<file path="src/rtl/pel_pkg.sv">
// ============================================================================
// pel_pkg - shared types and constants for the polynomial easing unit
// Curve codes, the curve family decoded from them and the control group
// that travels down the pipeline beside the data.
// ============================================================================
`default_nettype none

package pel_pkg;

  // width of the curve selector
  localparam int CURVE_W = 4;

  // curve codes
  localparam logic [CURVE_W-1:0] CURVE_START_LAST = 4'd4;   // t^2 .. t^6
  localparam logic [CURVE_W-1:0] CURVE_STOP_FIRST = 4'd5;   // 1-(1-t)^2 ..
  localparam logic [CURVE_W-1:0] CURVE_STOP_LAST  = 4'd9;   // .. 1-(1-t)^6
  localparam logic [CURVE_W-1:0] CURVE_SS3        = 4'd10;  // smoothstep cubic
  localparam logic [CURVE_W-1:0] CURVE_SS5        = 4'd11;  // smootherstep
  localparam logic [CURVE_W-1:0] CURVE_HES3       = 4'd12;  // hesitate cubic
  localparam logic [CURVE_W-1:0] CURVE_HES5       = 4'd13;  // hesitate quintic

  // number of shared multiply stages (highest power is t^6)
  localparam int NUM_MUL_STAGES = 5;
  localparam int CNT_W = 3;

  // curve family, decides the operand of the last multiply and the finish
  typedef enum logic [2:0] {
    KIND_START,
    KIND_STOP,
    KIND_SS3,
    KIND_SS5,
    KIND_HES_UP,
    KIND_HES_DN,
    KIND_BAD
  } kind_t;

  // control group travelling with each item
  typedef struct packed {
    kind_t            kind;
    logic [CNT_W-1:0] cnt;   // multiplies still to do
  } ctrl_t;

endpackage

`default_nettype wire

</file>
<file path="src/rtl/pel_finish.sv">
// ============================================================================
// pel_finish - output stage
// Applies the smooth-stop and hesitate corrections, saturates to one and
// holds the result item in the output register.
// ============================================================================
`default_nettype none

module pel_finish #(
  parameter int FRAC_BITS = 16
) (
  input  wire logic                 clk,
  input  wire logic                 rst_n,
  input  wire logic                 up_valid,
  output logic                      up_ready,
  input  wire pel_pkg::ctrl_t       up_ctrl,
  input  wire logic [FRAC_BITS+1:0] up_p,
  output logic                      dn_valid,
  input  wire logic                 dn_ready,
  output logic [FRAC_BITS:0]        dn_eased,
  output logic                      dn_bad
);
  import pel_pkg::*;

  localparam int XW = FRAC_BITS + 1;
  localparam int PW = FRAC_BITS + 2;
  localparam logic [PW-1:0] ONE_P = PW'(1) << FRAC_BITS;

  logic            vld_r;
  logic [XW-1:0]   eased_r, eased_nxt;
  logic            bad_r;
  logic [PW-1:0]   res;

  assign up_ready = !vld_r || dn_ready;

  // per-family finish and saturation
  always_comb begin
    case (up_ctrl.kind)
      KIND_START, KIND_SS3, KIND_SS5: res = up_p;
      KIND_STOP:   res = ONE_P - up_p;
      KIND_HES_UP: res = (ONE_P + up_p + PW'(1)) >> 1;
      KIND_HES_DN: res = (ONE_P - up_p + PW'(1)) >> 1;
      default:     res = '0;
    endcase
    eased_nxt = (res > ONE_P) ? XW'(ONE_P) : res[XW-1:0];
  end

  always_ff @(posedge clk) begin
    if (!rst_n) begin
      vld_r <= 1'b0;
    end else if (up_ready) begin
      vld_r <= up_valid;
    end
  end

  always_ff @(posedge clk) begin
    if (up_ready && up_valid) begin
      eased_r <= eased_nxt;
      bad_r   <= (up_ctrl.kind == KIND_BAD);
    end
  end

  assign dn_valid = vld_r;
  assign dn_eased = eased_r;
  assign dn_bad   = bad_r;

endmodule

`default_nettype wire

</file>
<file path="config.mk">
export PLATFORM = sky130hd
export DESIGN_NAME = pel_finish
export DESIGN_NICKNAME = d
export VERILOG_FILES = /design/src/rtl/pel_pkg.sv /design/src/rtl/pel_finish.sv
export SDC_FILE = /design/constraint.sdc
export NUM_CORES = 1
export LEC_CHECK = 0
export ABC_AREA = 1
export BUFFER_PORTS_ARGS = -buffer_cell sky130_fd_sc_hd__buf_4
export CORE_UTILIZATION = 41
export CTS_CLUSTER_SIZE = 12
export DETAILED_ROUTE_END_ITERATION = 10
export PLACE_DENSITY = 0.66
export SETUP_SLACK_MARGIN = 0.05
export SYNTH_ARGS = -nofsm -noshare
export SYNTH_HDL_FRONTEND = slang
export SYNTH_SLANG_ARGS = --single-unit
</file>
<file path="constraint.sdc">
create_clock -name clk -period 4.5 [get_ports clk]
set_clock_uncertainty 0.2 [all_clocks]
set_input_delay 0.675 -clock clk [delete_from_list [all_inputs] [get_ports clk]]
set_output_delay 0.675 -clock clk [all_outputs]
set_load 0.01 [all_outputs]
</file>
==> results of run 1 <==
[metal layers]
layer | global-route usage, % | up-vias | wire length (um)
met2 | 32.7 | 96 | 2770
met1 | 28.3 | 1206 | 3020
met4 | 7.14 | 0 | 98
met5 | 0 | - | 0
li1 | - | 1499 | -
met3 | 1.57 | 8 | 464
[layout make-up]
type                       count  area (um^2)  area share [%]
clock buffer                   4         45.0            1.50
inverter                      63          236            7.87
multi-input combinational    346         1720            57.1
sequential                    19          561            18.7
tap                           75         93.8            3.12
timing repair buffer          47          353            11.7
[metrics by stage]
step                setup slack, ns  cell area (um^2)  hold WS, ns
finish                         1.15              3000        0.330
CTS                            1.12              3000        0.336
global placement              0.913              2960        0.299
global route                  0.858              3000        0.364
floorplan                      1.48              2580        0.395
detailed placement            0.862              2960        0.327
[synthesized netlist by cell type, drive strengths merged]
| master | count | area share, % |
|---|---|---|
| xor2 | 1 | 0.34 |
| nand3b | 5 | 1.5 |
| buf | 7 | 2.2 |
| inv | 62 | 9.0 |
| nor2 | 90 | 18 |
| o22ai | 10 | 2.4 |
| nand4 | 8 | 2.2 |
| o221ai | 1 | 0.34 |
| nor3 | 5 | 1.4 |
| clkbuf | 4 | 0.58 |
| a21oi | 15 | 2.9 |
| ha | 3 | 1.5 |
| nand2 | 136 | 21 |
| o211ai | 1 | 0.29 |
| dfxtp | 1 | 0.77 |
| a31o | 1 | 0.34 |
| and2 | 2 | 0.48 |
| a31oi | 4 | 0.97 |
| edfxtp | 18 | 21 |
| clkinv | 1 | 0.15 |
| a21boi | 1 | 0.29 |
| nand3 | 49 | 9.7 |
| o21ai | 14 | 2.7 |
[logic make-up after synthesis]
kind of cell,synth area share (%)
flip-flops,21.7
AO/OA/AOI/OAI,10.3
AND/OR/NAND/NOR,54.3
adder cells (fa/ha/maj),1.45
XOR/XNOR,0.339
buffers and inverters,11.9
[worst max-delay path, delay by kind of cell]
| family | cells | cell delay [ns] |
|---|---|---|
| and+or+nand+nor | 11 | 1.59 |
| adders and majority gates | 1 | 0.24 |
| AOI/OAI and AO/OA | 2 | 0.23 |
| buffers and inverters | 4 | 0.39 |
[worst max path at each step]
| stage | cells after the start | endpoint |
|---|---|---|
| 2_1_floorplan | 20 | dn_eased[11] |
| 3_3_place_gp | 18 | dn_eased[1] |
| 3_5_place_dp | 18 | dn_eased[14] |
| 4_1_cts | 18 | dn_eased[14] |
| 5_1_grt | 20 | dn_eased[0] |
| 6_report | 18 | dn_eased[14] |
[state kept, by name, indices dropped and copies added, names as in the netlist]
register and flops:
dn_bad 1, dn_eased 17, dn_valid 1
[power by group through the flow]
stage | Sequential [mW] | Clock (mW) | Combinational (mW)
after global placement | 0.220 | 0 | 0.212
after floorplan | 0.228 | 0 | 0.136
after global routing | 0.217 | 0.123 | 0.242
after CTS | 0.216 | 0.115 | 0.215
after detailed placement | 0.220 | 0 | 0.214
final | 0.216 | 0.111 | 0.215
==> results.cfg, run 1 <==
[clock_network]
cts-resized-gates = 0
cts_hold_buf = 0
cts_tree = yes
clk_root_buffer_cell = clkbuf_8
cts_setup_buffers = 0
clockBufferDepth = 2
h-tree-depth = 1
path_clk_slew_ns = 0.06
cts_buffers = 3
clock_sinks = 19
clkLatencyLatePin_ns = 0.25

[die]
die_x_um = 81.4
die_h_um = 81.4
fp-row-count = 28
start_util_pct = 43.1
dieArea_um2 = 6620
ios = 48
fp.coreArea_um2 = 5990

[setup_path]
r2r-start = dn_valid
cp_max_fo = 16
cp-end-kind = flop
crit_chain = buf_4 > inv_2 > ha_1 > nand2_1 > nor2_2 > nand2_1 > nand2_1 > nand2_2 > nor2_2 > nand2_2 > inv_2 > nand4_2 > a21oi_1 > o21ai_1 > nand2_2 > inv_2 > nor2_4 > nor2_1
cp_slowest_cell = nor2_4
r2r-end = dn_bad
startpoint = up_p[0]
worstPathRequired_ns = 4.28
reg2reg_slack_ns = 3.27
start_kind = input pin
r2r_cells = 2
path_class = in2reg
cp_data_arrival_time_ns = 3.14
slowest_delay_ns = 0.37

[sta]
max_clock_freq_mhz = 298
slew-limit-headroom_pct = 60.4
setup_viol = 0
finalCriticalPeriod_ns = 3.35
rsz0062_at_grt = false
tightest_slew_ns = 0.592
setup_tns_ns = 0
hold_viol = 0
period_share_pct = 74.5
slew_viol_final = 0

[pwr]
p_int_mw = 0.355
power.density_nw_per_um2 = 180
p_sw_share_pct = 34.5
power_leakage_nw = 1.46
pwr-share-seq_pct = 39.8
power_frac_comb_pct = 39.6
ir_worst_vdd_mv = 0.136
p_sw_mw = 0.187
clkPwrFrac_pct = 20.6
finalPower_mw = 0.542

[placed_design]
place.port_buffers = 44
place_inst = 550
gp_congestion = 0.872
dp_hpwl_um = 5290

[detailed_routing]
routed_wl_um = 6360
vias_per_cell = 5.07
ant_nets = 0
drtIter0Drc = 167
drc = 0
drt_pre_antenna_iters = 5
via_count = 2809
routedWlPerCell_um = 11.5

[run]
max_cap_violations = 0

[synthesis]
syn_inst = 439
yosysUniqueCellTypes = 35
ys_seq_area_share_pct = 21.7
synthesis.area_um2 = 2580
synth_area_per_cell_um2 = 5.89
syn-num-nets = 470
yosysWarnings = 0
synth_seq_cells = 19

[min_path]
hold_class = reg2reg
hold_depth = 2
hold_start = dn_valid
min_to = dn_valid

[global_routing]
grt_pass1_vias = 2423
grt_max_degree = 19
grt_pass1_wl_um = 10500
overflow = 0
gr-usage-all-layers_pct = 20.3
antenna_found_initial = 0

[final_layout]
fin_nets = 511
syn_to_final_growth_pct = 16.3
instances_no_fill = 554
fin_util_pct = 50.1
antennaDiodeCount = 0
final_cell_mix = nand2_1 (126), nor2_1 (60), inv_1 (55)
drive_gt1_share_pct = 21.1
final_common_cell = nand2_1
fillers = 646

[status]
status = completed
Power figures use the tool's default switching activity.
==> inputs of run 2 (changes only) <==
Settings changed: PLACE_DENSITY 0.66 to 0.68.
Clock period 4.5 ns to 2.9 ns, I/O delays scaled along.
==> results.cfg, run 2 (synthesis gave the netlist of run 1 again) <==
[final_layout]
antennaDiodeCount = 0
drive_gt1_share_pct = 31.5
syn_to_final_growth_pct = 35.1
final_common_cell = nand2_1
instances_no_fill = 598
fin_nets = 555
final_cell_mix = nand2_1 (119), buf_4 (87), inv_1 (54)
final_cell_area_um2 = 3490
fillers = 607
largest_reg_flops = 17

[die]
dieArea_um2 = 6620
fp-row-count = 28
start_util_pct = 43.1
die_h_um = 81.4
fp.coreArea_um2 = 5990
ios = 48
die_x_um = 81.4

[setup_path]
r2r-end = dn_bad
slowest_delay_ns = 0.20
cp_slowest_cell = nor2_2
crit_chain = buf_8 > buf_4 > nor2_8 > nand2_4 > nor2_8 > nand2_1 > nand2_1 > nand2_1 > nor2_2 > buf_4 > nand4_1 > nand2_1 > nand3_1 > nand2_2 > nor2_2 > nand2_1 > nor2_2 > nor2_4 > clkbuf_16 > nor2_2
cp_data_arrival_time_ns = 2.52
worstPathRequired_ns = 2.71
r2r-start = dn_valid
reg2reg_slack_ns = 1.66
cp_max_fo = 8
r2r_cells = 2
start_kind = input pin
path_class = in2reg
cp-end-kind = flop
crit_top_cell = nand2_1

[placed_design]
dp_hpwl_um = 5610
placed_area_um2 = 3280
gp_congestion = 0.907
place_inst = 591
place.port_buffers = 44
place_ws_ns = -0.142

[global_routing]
grt_pass1_vias = 2481
overflow = 0
gr-usage-all-layers_pct = 21.4
antenna_found_initial = 0
grt_max_degree = 19
grt_pass1_wl_um = 11100

[clock_network]
cts_hold_buf = 0
clockBufferDepth = 2
cts_tree = yes
cts_buffers = 3
h-tree-depth = 1
clkLatencyLatePin_ns = 0.24
clock_sinks = 19
path_clk_slew_ns = 0.06
clk_root_buffer_cell = clkbuf_8

[sta]
max_clock_freq_mhz = 369
rsz0062_at_grt = true
slew-limit-headroom_pct = 74.8
finalCriticalPeriod_ns = 2.71
fin_ws_ns = 0.192
period_share_pct = 93.4
setup_tns_ns = 0
slew_viol_final = 0
setup_viol = 0
hold_viol = 0
tightest_slew_ns = 0.378

[min_path]
hold_depth = 2
min_to = dn_valid
hold_start = rst_n
hold_class = in2reg

[pwr]
ir_worst_vdd_mv = 0.243
finalPower_mw = 0.933
power_leakage_nw = 1.72
power.density_nw_per_um2 = 267

[detailed_routing]
via_count = 2999
vias_per_cell = 5.02
routedWlPerCell_um = 11.7
ant_nets = 0
drt_pre_antenna_iters = 4
drtIter0Drc = 168
drc = 0
routed_wl_um = 6990

[run]
max_cap_violations = 0

[status]
status = completed
-- run 2: cell types whose count changed in the layout (fill, tap and decap cells not counted), moves of 2 or more --
cell / change
buf_4: +40
inv_4: +2
nand2_1: -7
nand2_2: +4
nand2_4: +3
nor2_1: -9
nor2_2: +3
nor2_4: +6
-- run 2: area by class of cell --
cell class | instances | area, um^2 | share of cell area [%]
Clock buffer | 4 | 45.0 | 1.29
Inverter | 63 | 241 | 6.92
Multi-Input combinational cell | 346 | 1830 | 52.3
Tap cell | 75 | 93.8 | 2.69
Timing Repair Buffer | 91 | 724 | 20.8
Sequential cell | 19 | 561 | 16.1
-- run 2: timing repair --
item                       CTS  global route
setup endpoints to repair    0            16
resized for setup            0            36
buffers inserted             0             2
-- run 2: how the worst max path moves through the flow --
stage            start      endpoint  cells after the start
6_report       up_p[1]   dn_eased[4]                     20
5_1_grt        up_p[4]  dn_eased[12]                     19
4_1_cts        up_p[1]   dn_eased[3]                     21
3_5_place_dp   up_p[1]   dn_eased[3]                     21
3_3_place_gp   up_p[1]   dn_eased[0]                     21
2_1_floorplan  up_p[0]  dn_eased[11]                     20
-- run 2: critical path, delay by kind of cell --
family / cells / cell delay, ns
simple gates: 16 / 1.48
buf+inv: 4 / 0.57
-- run 2: metal layers --
layer	track usage, %	routed length [um]
met2	35.8	3280
met4	4.29	72
met3	2.02	371
met5	0	0
met1	29.8	3270
-- run 2: power by group --
part           internal, mW  switching [mW]  total, mW
Clock                0.0973          0.0755      0.173
Combinational         0.187           0.238      0.425
Sequential            0.330         0.00574      0.335
Total                 0.614           0.319      0.933
-- run 2: through the flow --
step / hold slack (ns) / util, %
2_1_floorplan: 0.389 / -
3_5_place_dp: 0.321 / 54.7
4_1_cts: 0.255 / 55.5
6_report: 0.257 / 58.3
5_1_grt: 0.250 / 58.3
3_3_place_gp: 0.299 / 54.7
==> inputs of run 3 (changes only) <==
Settings changed: PLACE_DENSITY 0.68 to 0.66, REMOVE_ABC_BUFFERS from default to 1.
Clock period 2.9 ns to 3.1 ns, I/O delays scaled along.
==> results.cfg, run 3 (synthesis gave the netlist of run 1 again) <==
[global_routing]
overflow = 0
antenna_found_initial = 0
grt_max_degree = 19
grt_pass1_vias = 2447
grt_pass1_wl_um = 11000
gr-usage-all-layers_pct = 21.4

[final_layout]
sequential_cell_area_um2 = 561
largest_reg_flops = 17
multiInputGateArea_um2 = 1730
final_cell_mix = nand2_1 (126), nor2_1 (60), buf_4 (56)
final_common_cell = nand2_1
instances_no_fill = 564
fillers = 622
antennaDiodeCount = 0
syn_to_final_growth_pct = 20.3
drive_gt1_share_pct = 22.9
final_cell_area_um2 = 3110
fin_util_pct = 51.9
fin_nets = 521

[detailed_routing]
via_count = 2824
vias_per_cell = 5.01
drt_pre_antenna_iters = 5
routed_wl_um = 6450
drc = 0
drtIter0Drc = 170
ant_nets = 0
routedWlPerCell_um = 11.4

[pwr]
p_sw_share_pct = 34.4
clkPwrFrac_pct = 20.3
p_sw_mw = 0.278
p_int_mw = 0.530
power.density_nw_per_um2 = 260
power_frac_comb_pct = 40.9
pwr-share-seq_pct = 38.7
ir_worst_vdd_mv = 0.195
power_leakage_nw = 1.52
finalPower_mw = 0.809

[placed_design]
placed_area_um2 = 3050
gp_congestion = 0.876
dp_hpwl_um = 5490
place_inst = 560
place.port_buffers = 44

[die]
fp.coreArea_um2 = 5990
dieArea_um2 = 6620
ios = 48
die_x_um = 81.4
fp-row-count = 28
die_h_um = 81.4
start_util_pct = 43.1

[clock_network]
clock_sinks = 19
clk_root_buffer_cell = clkbuf_8
clockBufferDepth = 2
cts_tree = yes
clkLatencyLatePin_ns = 0.25
path_clk_slew_ns = 0.06
cts_buffers = 3
cts_setup_buffers = 0
h-tree-depth = 1

[setup_path]
cp-end-kind = flop
cp_slowest_cell = ha_1
slowest_delay_ns = 0.22
path_class = in2reg
worstPathRequired_ns = 2.91
cp_data_arrival_time_ns = 2.66
cp_max_fo = 16
cp_num_buf_inv = 6
path_delay_family = simple AND/OR/NAND/NOR gates
crit_chain = buf_4 > inv_1 > ha_1 > inv_2 > nor2_1 > nand3_1 > nand2_1 > nand2_1 > nor2_4 > nand2_2 > nor2_4 > nand2_2 > inv_2 > nand4_2 > a21oi_1 > o21ai_1 > nand2_2 > inv_2 > nor2_4 > buf_12 > nor2_1
start_kind = input pin

[sta]
slew-limit-headroom_pct = 75.9
finalCriticalPeriod_ns = 2.85
rsz0062_at_grt = false
period_share_pct = 92.1
max_clock_freq_mhz = 350
worst_hold_slack_ns = 0.274
tightest_slew_ns = 0.362
setup_viol = 0
slew_viol_final = 0
hold_viol = 0

[min_path]
hold_class = in2reg

[run]
max_cap_violations = 0

[status]
status = completed
[run 3: cell types whose count changed in the layout (fill, tap and decap cells not counted), sizes merged]
cell and delta:
clkbuf -1, inv -1, clkinv +1, buf -33
[run 3: area by class of cell]
| type | count | share of cell area (%) |
|---|---|---|
| multi-input combinational | 346 | 55.7 |
| sequential | 19 | 18.0 |
| tap | 75 | 3.02 |
| inverter | 63 | 7.61 |
| timing repair buffer | 57 | 14.2 |
| clock buffer | 4 | 1.45 |
[run 3: power by group through the flow]
stage | logic, mW | registers, mW | clock network, mW
2_1_floorplan | 0.179 | 0.331 | 0
3_3_place_gp | 0.325 | 0.319 | 0
3_5_place_dp | 0.329 | 0.319 | 0
4_1_cts | 0.330 | 0.314 | 0.169
5_1_grt | 0.372 | 0.315 | 0.181
6_report | 0.331 | 0.313 | 0.164
[run 3: worst paths after layout]
| kind | start | end | slack (ns) | cells after the start |
|---|---|---|---|---|
| worst max-delay path | up_p[1] | dn_eased[15] | 0.25 | 21 |
| worst min register to register | dn_valid | dn_valid | 0.32 | 2 |
| worst max register to register | dn_valid | dn_eased[16] | 1.87 | 2 |
| worst min-delay path | rst_n | dn_valid | 0.27 | 2 |
[run 3: what timing repair did]
item                       CTS  global route
resized for setup            0             3
setup endpoints to repair    0            16
hold buffers                 0             0
[run 3: through the flow]
stage / TNS, ns / setup slack (ns)
final: 0 / 0.246
after global placement: 0 / 0.0275
after CTS: 0 / 0.252
after detailed placement: -0.0532 / -0.0137
after global routing: 0 / 0.0454
after floorplan: 0 / 0.246
[run 3: per-layer routing]
layer | GRT usage [%] | share of wire [%]
met1 | 30.3 | 49
met2 | 34.2 | 44
met3 | 1.35 | 5.8
met4 | 7.14 | 1.6
met5 | 0 | 0
