==> config.mk <==
export PLATFORM = sky130hd
export DESIGN_NAME = pel_mul_stage
export DESIGN_NICKNAME = d
export VERILOG_FILES = /design/src/rtl/pel_pkg.sv /design/src/rtl/pel_mul_stage.sv
export SDC_FILE = /design/constraint.sdc
export NUM_CORES = 1
export LEC_CHECK = 0
export BUFFER_PORTS_ARGS = -buffer_cell sky130_fd_sc_hd__buf_4
export CORE_MARGIN = 1
export CORE_UTILIZATION = 28
export DETAILED_ROUTE_END_ITERATION = 7
export PLACE_DENSITY_LB_ADDON = 0.25
export SLEW_MARGIN = 10
export SYNTH_ARGS = -nofsm -noshare
export SYNTH_HDL_FRONTEND = slang
export SYNTH_SLANG_ARGS = --single-unit
==> constraint.sdc <==
create_clock -name clk -period 13.4 [get_ports clk]
set_clock_uncertainty 0.1 [all_clocks]
set_input_delay 1.34 -clock clk [delete_from_list [all_inputs] [get_ports clk]]
set_output_delay 1.34 -clock clk [all_outputs]
set_load 0.05 [all_outputs]
==> src/rtl/pel_pkg.sv <==
// ============================================================================
// pel_pkg - shared types and constants for the polynomial easing unit
// Curve codes, the curve family decoded from them and the control group
// that travels down the pipeline beside the data.
// ============================================================================
`default_nettype none

package pel_pkg;

  // width of the curve selector
  localparam int CURVE_W = 4;

  // curve codes
  localparam logic [CURVE_W-1:0] CURVE_START_LAST = 4'd4;   // t^2 .. t^6
  localparam logic [CURVE_W-1:0] CURVE_STOP_FIRST = 4'd5;   // 1-(1-t)^2 ..
  localparam logic [CURVE_W-1:0] CURVE_STOP_LAST  = 4'd9;   // .. 1-(1-t)^6
  localparam logic [CURVE_W-1:0] CURVE_SS3        = 4'd10;  // smoothstep cubic
  localparam logic [CURVE_W-1:0] CURVE_SS5        = 4'd11;  // smootherstep
  localparam logic [CURVE_W-1:0] CURVE_HES3       = 4'd12;  // hesitate cubic
  localparam logic [CURVE_W-1:0] CURVE_HES5       = 4'd13;  // hesitate quintic

  // number of shared multiply stages (highest power is t^6)
  localparam int NUM_MUL_STAGES = 5;
  localparam int CNT_W = 3;

  // curve family, decides the operand of the last multiply and the finish
  typedef enum logic [2:0] {
    KIND_START,
    KIND_STOP,
    KIND_SS3,
    KIND_SS5,
    KIND_HES_UP,
    KIND_HES_DN,
    KIND_BAD
  } kind_t;

  // control group travelling with each item
  typedef struct packed {
    kind_t            kind;
    logic [CNT_W-1:0] cnt;   // multiplies still to do
  } ctrl_t;

endpackage

`default_nettype wire

==> src/rtl/pel_mul_stage.sv <==
// ============================================================================
// pel_mul_stage - one rounded fixed-point multiply stage
// Multiplies the running product by the base, or by the linear factor on
// the last step of a smoothstep; passes the item on once its count is spent.
// ============================================================================
`default_nettype none

module pel_mul_stage #(
  parameter int FRAC_BITS = 16
) (
  input  wire logic              clk,
  input  wire logic              rst_n,
  input  wire logic              up_valid,
  output logic                   up_ready,
  input  wire pel_pkg::ctrl_t    up_ctrl,
  input  wire logic [FRAC_BITS:0]   up_x,
  input  wire logic [FRAC_BITS+3:0] up_aux,
  input  wire logic [FRAC_BITS+1:0] up_p,
  output logic                   dn_valid,
  input  wire logic              dn_ready,
  output pel_pkg::ctrl_t         dn_ctrl,
  output logic [FRAC_BITS:0]     dn_x,
  output logic [FRAC_BITS+3:0]   dn_aux,
  output logic [FRAC_BITS+1:0]   dn_p
);
  import pel_pkg::*;

  localparam int XW = FRAC_BITS + 1;
  localparam int AW = FRAC_BITS + 4;
  localparam int PW = FRAC_BITS + 2;
  localparam int MW = PW + AW;
  localparam logic [MW-1:0] HALF_LSB = MW'(1) << (FRAC_BITS - 1);

  logic            vld_r;
  ctrl_t           ctrl_r, ctrl_nxt;
  logic [XW-1:0]   x_r;
  logic [AW-1:0]   aux_r;
  logic [PW-1:0]   p_r, p_nxt;
  logic            use_aux;
  logic [AW-1:0]   operand;
  logic [MW-1:0]   prod;

  assign up_ready = !vld_r || dn_ready;

  // rounded multiply, half up
  always_comb begin
    use_aux  = ((up_ctrl.kind == KIND_SS3) || (up_ctrl.kind == KIND_SS5)) &&
               (up_ctrl.cnt == CNT_W'(1));
    operand  = use_aux ? up_aux : AW'(up_x);
    prod     = MW'(up_p) * MW'(operand) + HALF_LSB;
    ctrl_nxt = up_ctrl;
    p_nxt    = up_p;
    if (up_ctrl.cnt != '0) begin
      p_nxt        = prod[FRAC_BITS +: PW];
      ctrl_nxt.cnt = up_ctrl.cnt - CNT_W'(1);
    end
  end

  always_ff @(posedge clk) begin
    if (!rst_n) begin
      vld_r <= 1'b0;
    end else if (up_ready) begin
      vld_r <= up_valid;
    end
  end

  always_ff @(posedge clk) begin
    if (up_ready && up_valid) begin
      ctrl_r <= ctrl_nxt;
      x_r    <= up_x;
      aux_r  <= up_aux;
      p_r    <= p_nxt;
    end
  end

  assign dn_valid = vld_r;
  assign dn_ctrl  = ctrl_r;
  assign dn_x     = x_r;
  assign dn_aux   = aux_r;
  assign dn_p     = p_r;

endmodule

`default_nettype wire

==> reports/metrics.csv, run 1 <==
metric;value;unit
run status;finished, final reports clean;
sequential element share of the synthesized area;0.137;
element type at the critical path end;flip-flop;
GPL Wtd Cong;0.841;
number of global-route vias before repair;10700;
clock sink total;62;
#FFs+latches synth;62;
initial drt markers;441;
most common cell after layout, fill and taps aside;inv_1;
cell chosen for the clock root;clkbuf_16;
start-to-end type of the worst setup path;input pin to flip-flop;
Final TNS setup;0;ps
Placeable Area;47700;um^2
maximum number of pins on one net before global-route repair;45;
Clk Latency, worst-skew pair;340;ps
routed length per instance;18.1;um
number of buffers inserted by post-CTS setup repair;0;
total number of H-tree levels;3;
average via count per standard cell;4.53;
total iterations of the first detailed-routing run;5;
sum of overflow across all layers after global routing;0;
routed via count;9583;
DP Wirelength;30.2;mm
count of unresolved DRC violations after routing;0;
clock period minus final worst setup slack;8610;ps
number of buffers inserted by port buffering;127;
# setup viols final;0;
number of synthesized flops with an enable pin;61;
number of instances in the synthesized netlist;1418;
number of max-slew violations in the final report;0;
Final Hold Fails;0;
Worst Max-Slew Pin Slew;813;ps
Setup crit start kind;input pin;
overall global routing resource usage;0.163;
relative slew slack;0.458;
number of warnings reported in the yosys synthesis log;0;
CTS buffer count;9;
period utilization;0.642;
share of post-route cells with drive strength above 1;0.117;
cell type with the highest aggregate area in the netlist;fa_1;
number of placement rows;80;
hold-fix buffer count after cts;0;
Mapped Area;13600;um^2
number of unique standard cell types used by synthesis;49;
highest achievable clock rate;0.116;GHz
area fraction of the dominant cell type after synthesis;0.418;
top fanout value on the critical path;44;
cell seen most often among critical-path stages;fa_1;
Post-Syn Nets;1873;
prevailing post-synth register cell;edfxtp_1;
setup repair after global routing missed its margin;no;
class of the worst hold path;flip-flop to flip-flop;
Horiz. Die Dim;222;um
post-route ant nets;0;
cell at the slowest stage of the critical path;mux2_2;
starting density of the core;0.284;
maximum root-to-sink buffer count;2;
peak per-stage delay on the critical path;630;ps
Arr. time, crit path;8580;ps
most frequent cells in the layout;inv_1 (356), fa_1 (283), nand2_1 (200);
largest cells by area after synthesis;fa_1 (42%), edfxtp_1 (14%), ha_1 (9.9%);
Diodes inserted;0;
register clock-pin slew on the reported worst setup and hold paths;60;ps
die area;49300;um^2
overall die height;222;um
Final #Nets;1950;
antenna violations before repair;1;
number of placed I/O pins;128;
quantity of gates resized following cts;0;
required arrival time at the worst endpoint;13370;ps
share of flip-flops with an asynchronous set or reset;0;
clock tree from TritonCTS;yes;
global-route wire length before repair;61.7;mm
area growth from synthesis to layout;13.3;%
number of max-cap violations;0;
final routed wirelength across all metal layers;38.4;mm
syn avg cell area;9.56;um^2
==> state kept, by name, indices dropped and copies added (netlist names) <==
register and cells:
dn_aux 20, dn_ctrl 6, dn_p 18, dn_valid 1, dn_x 17
==> area by class of cell <==
cell class,instances,area (um^2)
Sequential cell,62,1850
Fill cell,4928,32400
Timing Repair Buffer,130,976
Inverter,356,1340
Multi-Input combinational cell,936,10100
Clock inverter,5,63.8
Clock buffer,11,253
Tap cell,615,769
==> metal layers <==
| metal | wire [um] | part of all wire | global-route usage | vias to the layer above |
|---|---|---|---|---|
| met5 | 13 | 0.00034 | 0 | - |
| met4 | 543 | 0.014 | 0.0314 | 2 |
| met3 | 1680 | 0.044 | 0.0184 | 37 |
| met2 | 17700 | 0.46 | 0.265 | 231 |
| met1 | 18500 | 0.48 | 0.233 | 4974 |
| li1 | - | - | - | 4339 |
==> worst paths after layout <==
kind	depth (start not counted)	endpoint	slack (ps)	startpoint
max	27	dn_p[12]	4790	up_ctrl[1]
min	2	dn_valid	460	dn_valid
min reg2reg	2	dn_valid	460	dn_valid
max reg2reg	3	dn_aux[5]	11400	dn_valid
==> worst max-delay path: cells and delay by family <==
kind	cells	cell delay [ps]
adder cells (fa/ha/maj)	8	3520
AND/OR/NAND/NOR	3	730
XOR/XNOR	1	160
buffers and inverters	7	850
AO/OA/AOI/OAI	7	1330
multiplexers	1	630
==> per-stage QoR <==
step                 util  hold slack, ps  setup slack, ps  instances  area, um^2
finish              0.322             461             4790       2115       15400
floorplan               -            1050             5200       1418       13600
detailed placement  0.315             444             4450       2099       15000
CTS                 0.322             459             4750       2115       15400
global placement    0.315             419             4470       2099       15000
global route        0.322             540             4390       2115       15400
==> synth_stat cells (2+ instances only) <==
master,n
inv_1,356
fa_1,283
nand2_1,200
and2_1,163
ha_1,107
clkbuf_1,61
edfxtp_1,61
and3_1,24
o21ai_1,20
mux2_2,17
a21oi_1,14
xnor2_1,13
a21o_1,11
xor2_1,11
nor2_1,9
nand4_1,6
a31oi_1,5
o21ai_0,5
a211oi_1,4
nand2b_1,4
or3_1,4
mux2i_1,3
nor2b_1,3
nor3_1,3
o211ai_1,3
o21a_1,3
buf_6,2
or2_2,2
==> kinds of logic after synthesis <==
family,after synthesis,synth area share
compound gates,73,0.0345
fa+ha+maj,390,0.517
buf+inv,420,0.117
simple gates,426,0.159
xor+xnor,26,0.0184
flops,62,0.137
mux,21,0.0172
Power of run 1 is not shown: default switching activity piles up to over one toggle a cycle in this logic, so the estimate is an artifact.
==> inputs of run 2 (changes only) <==
- clock period: 13.4 -> 8.05 ns (I/O delays scaled with it)
==> run 2 against run 1 <==
  * Sequential share of layout area down 0.46 points
  * First-iteration DRC count up 7.3%
  * Die area unchanged
  * Worst hold slack worse by 19 ps
  * Via count up 2.3%
  * Routed wire length up 0.32%
  * Critical path type unchanged
==> reports/metrics.csv, run 2 (synthesized netlist as in run 1, its figures left out) <==
metric;value;unit;change
required arrival time at the worst endpoint;8020;ps;-5350 ps
final hold slack;441;ps;-19.3 ps
area growth from synthesis to layout;17.8;%;
start-to-end type of the worst setup path;input pin to flip-flop;;
clock period minus final worst setup slack;7780;ps;
register clock-pin slew on the reported worst setup and hold paths;50;ps;about the same
Hold Crit Start;dn_valid;;
period utilization;0.967;;
maximum number of pins on one net before global-route repair;59;;+31%
share of post-route cells with drive strength above 1;0.158;;+0.0415
worst r2r src;dn_valid;;
global-route wire length before repair;62.4;mm;+1.2%
total iterations of the first detailed-routing run;5;;unchanged
element type at the critical path end;flip-flop;;
# setup viols final;0;;unchanged
Placed Cells;2172;;+3.5%
destination of the worst register-to-register timing path;dn_p[12];;
Final Hold Fails;0;;unchanged
number of buffers inserted by port buffering;127;;unchanged
highest achievable clock rate;0.129;GHz;
Diodes inserted;0;;unchanged
most frequent cells in the layout;inv_1 (356), fa_1 (283), buf_4 (202);;
clock sink total;62;;unchanged
Clk Latency, worst-skew pair;330;ps;about the same
Register-to-Register Setup Slack;6330;ps;-5070 ps
number of placement rows;80;;unchanged
hold endpoint;dn_valid;;
number of flip-flops in the largest register;20;;unchanged
Placeable Area;47700;um^2;unchanged
antenna violations before repair;2;;+1
class of the worst hold path;flip-flop to flip-flop;;
overall global routing resource usage;0.164;;+0.000968
starting density of the core;0.284;;unchanged
run status;finished, final reports clean;;
cell seen most often among critical-path stages;fa_1;;
routed via count;9801;;+2.3%
Arr. time, crit path;7750;ps;-830 ps
worst reg2reg path depth;3;;unchanged
Setup crit start kind;input pin;;
cell at the slowest stage of the critical path;fa_1;;
initial drt markers;473;;+7.3%
DP Wirelength;32.6;mm;+7.7%
cell chosen for the clock root;clkbuf_16;;
average via count per standard cell;4.48;;-1.2%
number of standard cells in the layout, taps in and fillers out;2189;;+3.5%
maximum root-to-sink buffer count;2;;unchanged
number of max-cap violations;0;;unchanged
Final #Nets;2025;;+3.8%
Worst Max-Slew Pin Slew;752;ps;-60.9 ps
routed length per instance;17.6;um;-3.1%
die area;49300;um^2;unchanged
hold-critical path depth;2;;unchanged
final routed wirelength across all metal layers;38.5;mm;+0.32%
top fanout value on the critical path;12;;-73%
sum of overflow across all layers after global routing;0;;unchanged
number of placed I/O pins;128;;unchanged
clock tree from TritonCTS;yes;;
total number of H-tree levels;3;;unchanged
overall die height;222;um;unchanged
most common cell after layout, fill and taps aside;inv_1;;
number of max-slew violations in the final report;0;;unchanged
post-route ant nets;0;;unchanged
Horiz. Die Dim;222;um;unchanged
peak per-stage delay on the critical path;540;ps;-90 ps
GPL Wtd Cong;0.850;;+1.1%
CTS buffer count;9;;unchanged
count of unresolved DRC violations after routing;0;;unchanged
relative slew slack;0.499;;+0.0406
number of global-route vias before repair;11000;;+2.9%
==> run 2: worst max-delay path by stage <==
| stage | startpoint | end | slack (ps) |
|---|---|---|---|
| 2_1_floorplan | up_ctrl[1] | dn_p[17] | 390 |
| 3_3_place_gp | up_ctrl[1] | dn_p[9] | -290 |
| 3_5_place_dp | up_ctrl[1] | dn_p[9] | -410 |
| 4_1_cts | up_ctrl[1] | dn_p[9] | 70 |
| 5_1_grt | up_ctrl[1] | dn_p[9] | -20 |
| 6_report | up_ctrl[1] | dn_p[9] | 270 |
==> run 2: per-layer routing <==
metal  GRT usage  part of all wire  vias to the layer above
li1            -                 -                     4493
met1       0.220              0.45                     5058
met2       0.288              0.50                      211
met3      0.0136             0.035                       37
met4      0.0298             0.014                        2
met5           0           0.00034                        -
==> run 2: area by class of cell <==
type,count,area (um^2)
fillers,4934,31800
multi-input cells,936,10100
flip-flops and latches,62,1850
repair buffers,205,1580
inverters,356,1340
well taps,615,769
clock buffers,9,225
clock inverters,6,77.6
==> run 2: repair_timing <==
item                       in CTS  in global routing
pin swaps                       0                  1
setup endpoints to repair       1                  1
hold buffers                    0                  0
resized for setup               1                  3
buffers inserted                0                  2
cloned                          0                  0
==> run 2: per-stage QoR <==
step	TNS, ps	util	cell area (um^2)	setup WS [ps]
3_5_place_dp	-1280	0.327	15600	-410
2_1_floorplan	0	-	13600	387
6_report	0	0.334	16000	268
3_3_place_gp	-856	0.327	15600	-290
5_1_grt	-23.1	0.334	16000	-23.1
4_1_cts	0	0.334	15900	74.3
==> run 2: worst max-delay path, delay by kind of cell <==
family          cells  cell delay, ps
fa+ha+maj           8            3280
compound gates      7            1360
buf+inv             9             860
simple gates        3             700
mux                 1             430
xor+xnor            1             280
Power of run 2 is left out for the same reason.
==> inputs of run 3 (changes only) <==
- CTS_CLUSTER_DIAMETER: default -> 30
- clock period: 8.05 -> 10 ns (I/O delays scaled with it)
==> run 3 against run 2 <==
  * Die area unchanged
  * Critical path depth decreased by 4
  * Sequential cell count unchanged
  * Routed wire length increased by 0.44%
  * Global-route usage about the same
  * Utilization decreased by 1.3 points
  * Non-clock buffer count decreased by 73
  * Largest cell class unchanged
==> reports/metrics.csv, run 3 (synthesized netlist as in run 1, its figures left out) <==
metric;value;unit;change
number of max-slew violations in the final report;0;;unchanged
number of placed I/O pins;128;;unchanged
Final #Nets;1952;;-3.6%
top fanout value on the critical path;24;;+12
clock tree from TritonCTS;yes;;
number of buffers inserted by port buffering;127;;unchanged
run status;finished, final reports clean;;
sum of overflow across all layers after global routing;0;;unchanged
starting density of the core;0.284;;unchanged
Placed Cells;2101;;-3.3%
Clk Latency, worst-skew pair;330;ps;about the same
total number of H-tree levels;3;;unchanged
GPL Wtd Cong;0.855;;+0.56%
share of post-route cells with drive strength above 1;0.117;;-0.0410
required arrival time at the worst endpoint;9980;ps;+1960 ps
DP Wirelength;30.8;mm;-5.4%
routed via count;9472;;-3.4%
cell chosen for the clock root;clkbuf_16;;
class of the worst hold path;flip-flop to flip-flop;;
highest achievable clock rate;0.119;GHz;
most common cell after layout, fill and taps aside;inv_1;;
initial drt markers;414;;-12%
number of flip-flops in the largest register;20;;unchanged
hold-fix buffer count after cts;0;;unchanged
number of global-route vias before repair;10700;;-2.8%
Horiz. Die Dim;222;um;unchanged
area growth from synthesis to layout;13.1;%;
setup repair after global routing missed its margin;no;;
# setup viols final;0;;unchanged
number of max-cap violations;0;;unchanged
global-route wire length before repair;62.2;mm;-0.39%
fill count;4916;;-0.36%
CTS buffer count;9;;unchanged
post-route ant nets;0;;unchanged
maximum root-to-sink buffer count;2;;unchanged
most frequent cells in the layout;inv_1 (356), fa_1 (283), nand2_1 (200);;
routed length per instance;18.3;um;+3.9%
overall die height;222;um;unchanged
start-to-end type of the worst setup path;input pin to flip-flop;;
clock period minus final worst setup slack;8430;ps;
die area;49300;um^2;unchanged
number of buffers inserted by post-CTS setup repair;0;;unchanged
Diodes inserted;0;;unchanged
quantity of gates resized following cts;0;;-1
clock sink total;62;;unchanged
Final Hold Fails;0;;unchanged
Arr. time, crit path;8410;ps;+660 ps
number of placement rows;80;;unchanged
Setup crit start kind;input pin;;
Worst Max-Slew Pin Slew;882;ps;+131 ps
overall global routing resource usage;0.164;;+0.000213
average via count per standard cell;4.47;;about the same
Final TNS setup;0;ps;unchanged
count of unresolved DRC violations after routing;0;;unchanged
register clock-pin slew on the reported worst setup and hold paths;60;ps;about the same
number of standard cells in the layout, taps in and fillers out;2117;;-3.3%
total iterations of the first detailed-routing run;4;;-1
Placeable Area;47700;um^2;unchanged
maximum number of pins on one net before global-route repair;38;;-36%
antenna violations before repair;1;;-1
period utilization;0.843;;
element type at the critical path end;flip-flop;;
relative slew slack;0.412;;-0.0870
final routed wirelength across all metal layers;38.7;mm;+0.44%
-- run 3: cell type report --
type | instances | area (um^2) | share of cell area
Tap cell | 615 | 769 | 0.0502
Clock buffer | 10 | 229 | 0.0149
Timing Repair Buffer | 132 | 991 | 0.0646
Multi-Input combinational cell | 936 | 10100 | 0.660
Clock inverter | 6 | 38.8 | 0.00253
Sequential cell | 62 | 1850 | 0.121
Inverter | 356 | 1340 | 0.0872
-- run 3: layer usage --
layer,up-vias,GRT usage,share of wire
met5,-,0,0.00031
met4,2,0.0287,0.015
met3,36,0.0167,0.040
met2,194,0.264,0.45
met1,4898,0.240,0.49
li1,4342,-,-
-- run 3: worst paths after layout --
path	start	endpoint	slack (ps)	depth (start not counted)
setup reg to reg	dn_valid	dn_p[1]	7990	3
hold / removal	dn_valid	dn_valid	460	2
hold reg to reg	dn_valid	dn_valid	460	2
setup / recovery	up_ctrl[1]	dn_p[17]	1570	25
-- run 3: through the flow --
| step | util | hold WS, ps | setup WS, ps | cell area, um^2 |
|---|---|---|---|---|
| 2_1_floorplan | - | 999 | 2140 | 13600 |
| 4_1_cts | 0.321 | 453 | 1540 | 15300 |
| 6_report | 0.321 | 458 | 1570 | 15300 |
| 3_5_place_dp | 0.315 | 441 | 1190 | 15100 |
| 5_1_grt | 0.321 | 515 | 1210 | 15300 |
| 3_3_place_gp | 0.315 | 418 | 1260 | 15100 |
-- run 3: critical path, stage by stage --
cell and delay, ps:
buf_4 110, inv_1 80, ha_1 170, and4bb_2 720, mux2_1 830, nand2_1 180, fa_1 560, fa_1 530
fa_1 530, inv_1 60, fa_1 490, fa_1 490, inv_1 50, fa_1 480, inv_1 40, ha_1 320
o21ai_0 110, o21ai_1 140, a21oi_1 90, and2_1 190, a2111oi_2 560, o31a_1 210, o211a_1 170, mux2i_1 200
a21oi_1 100
Power of run 3 is left out for the same reason.
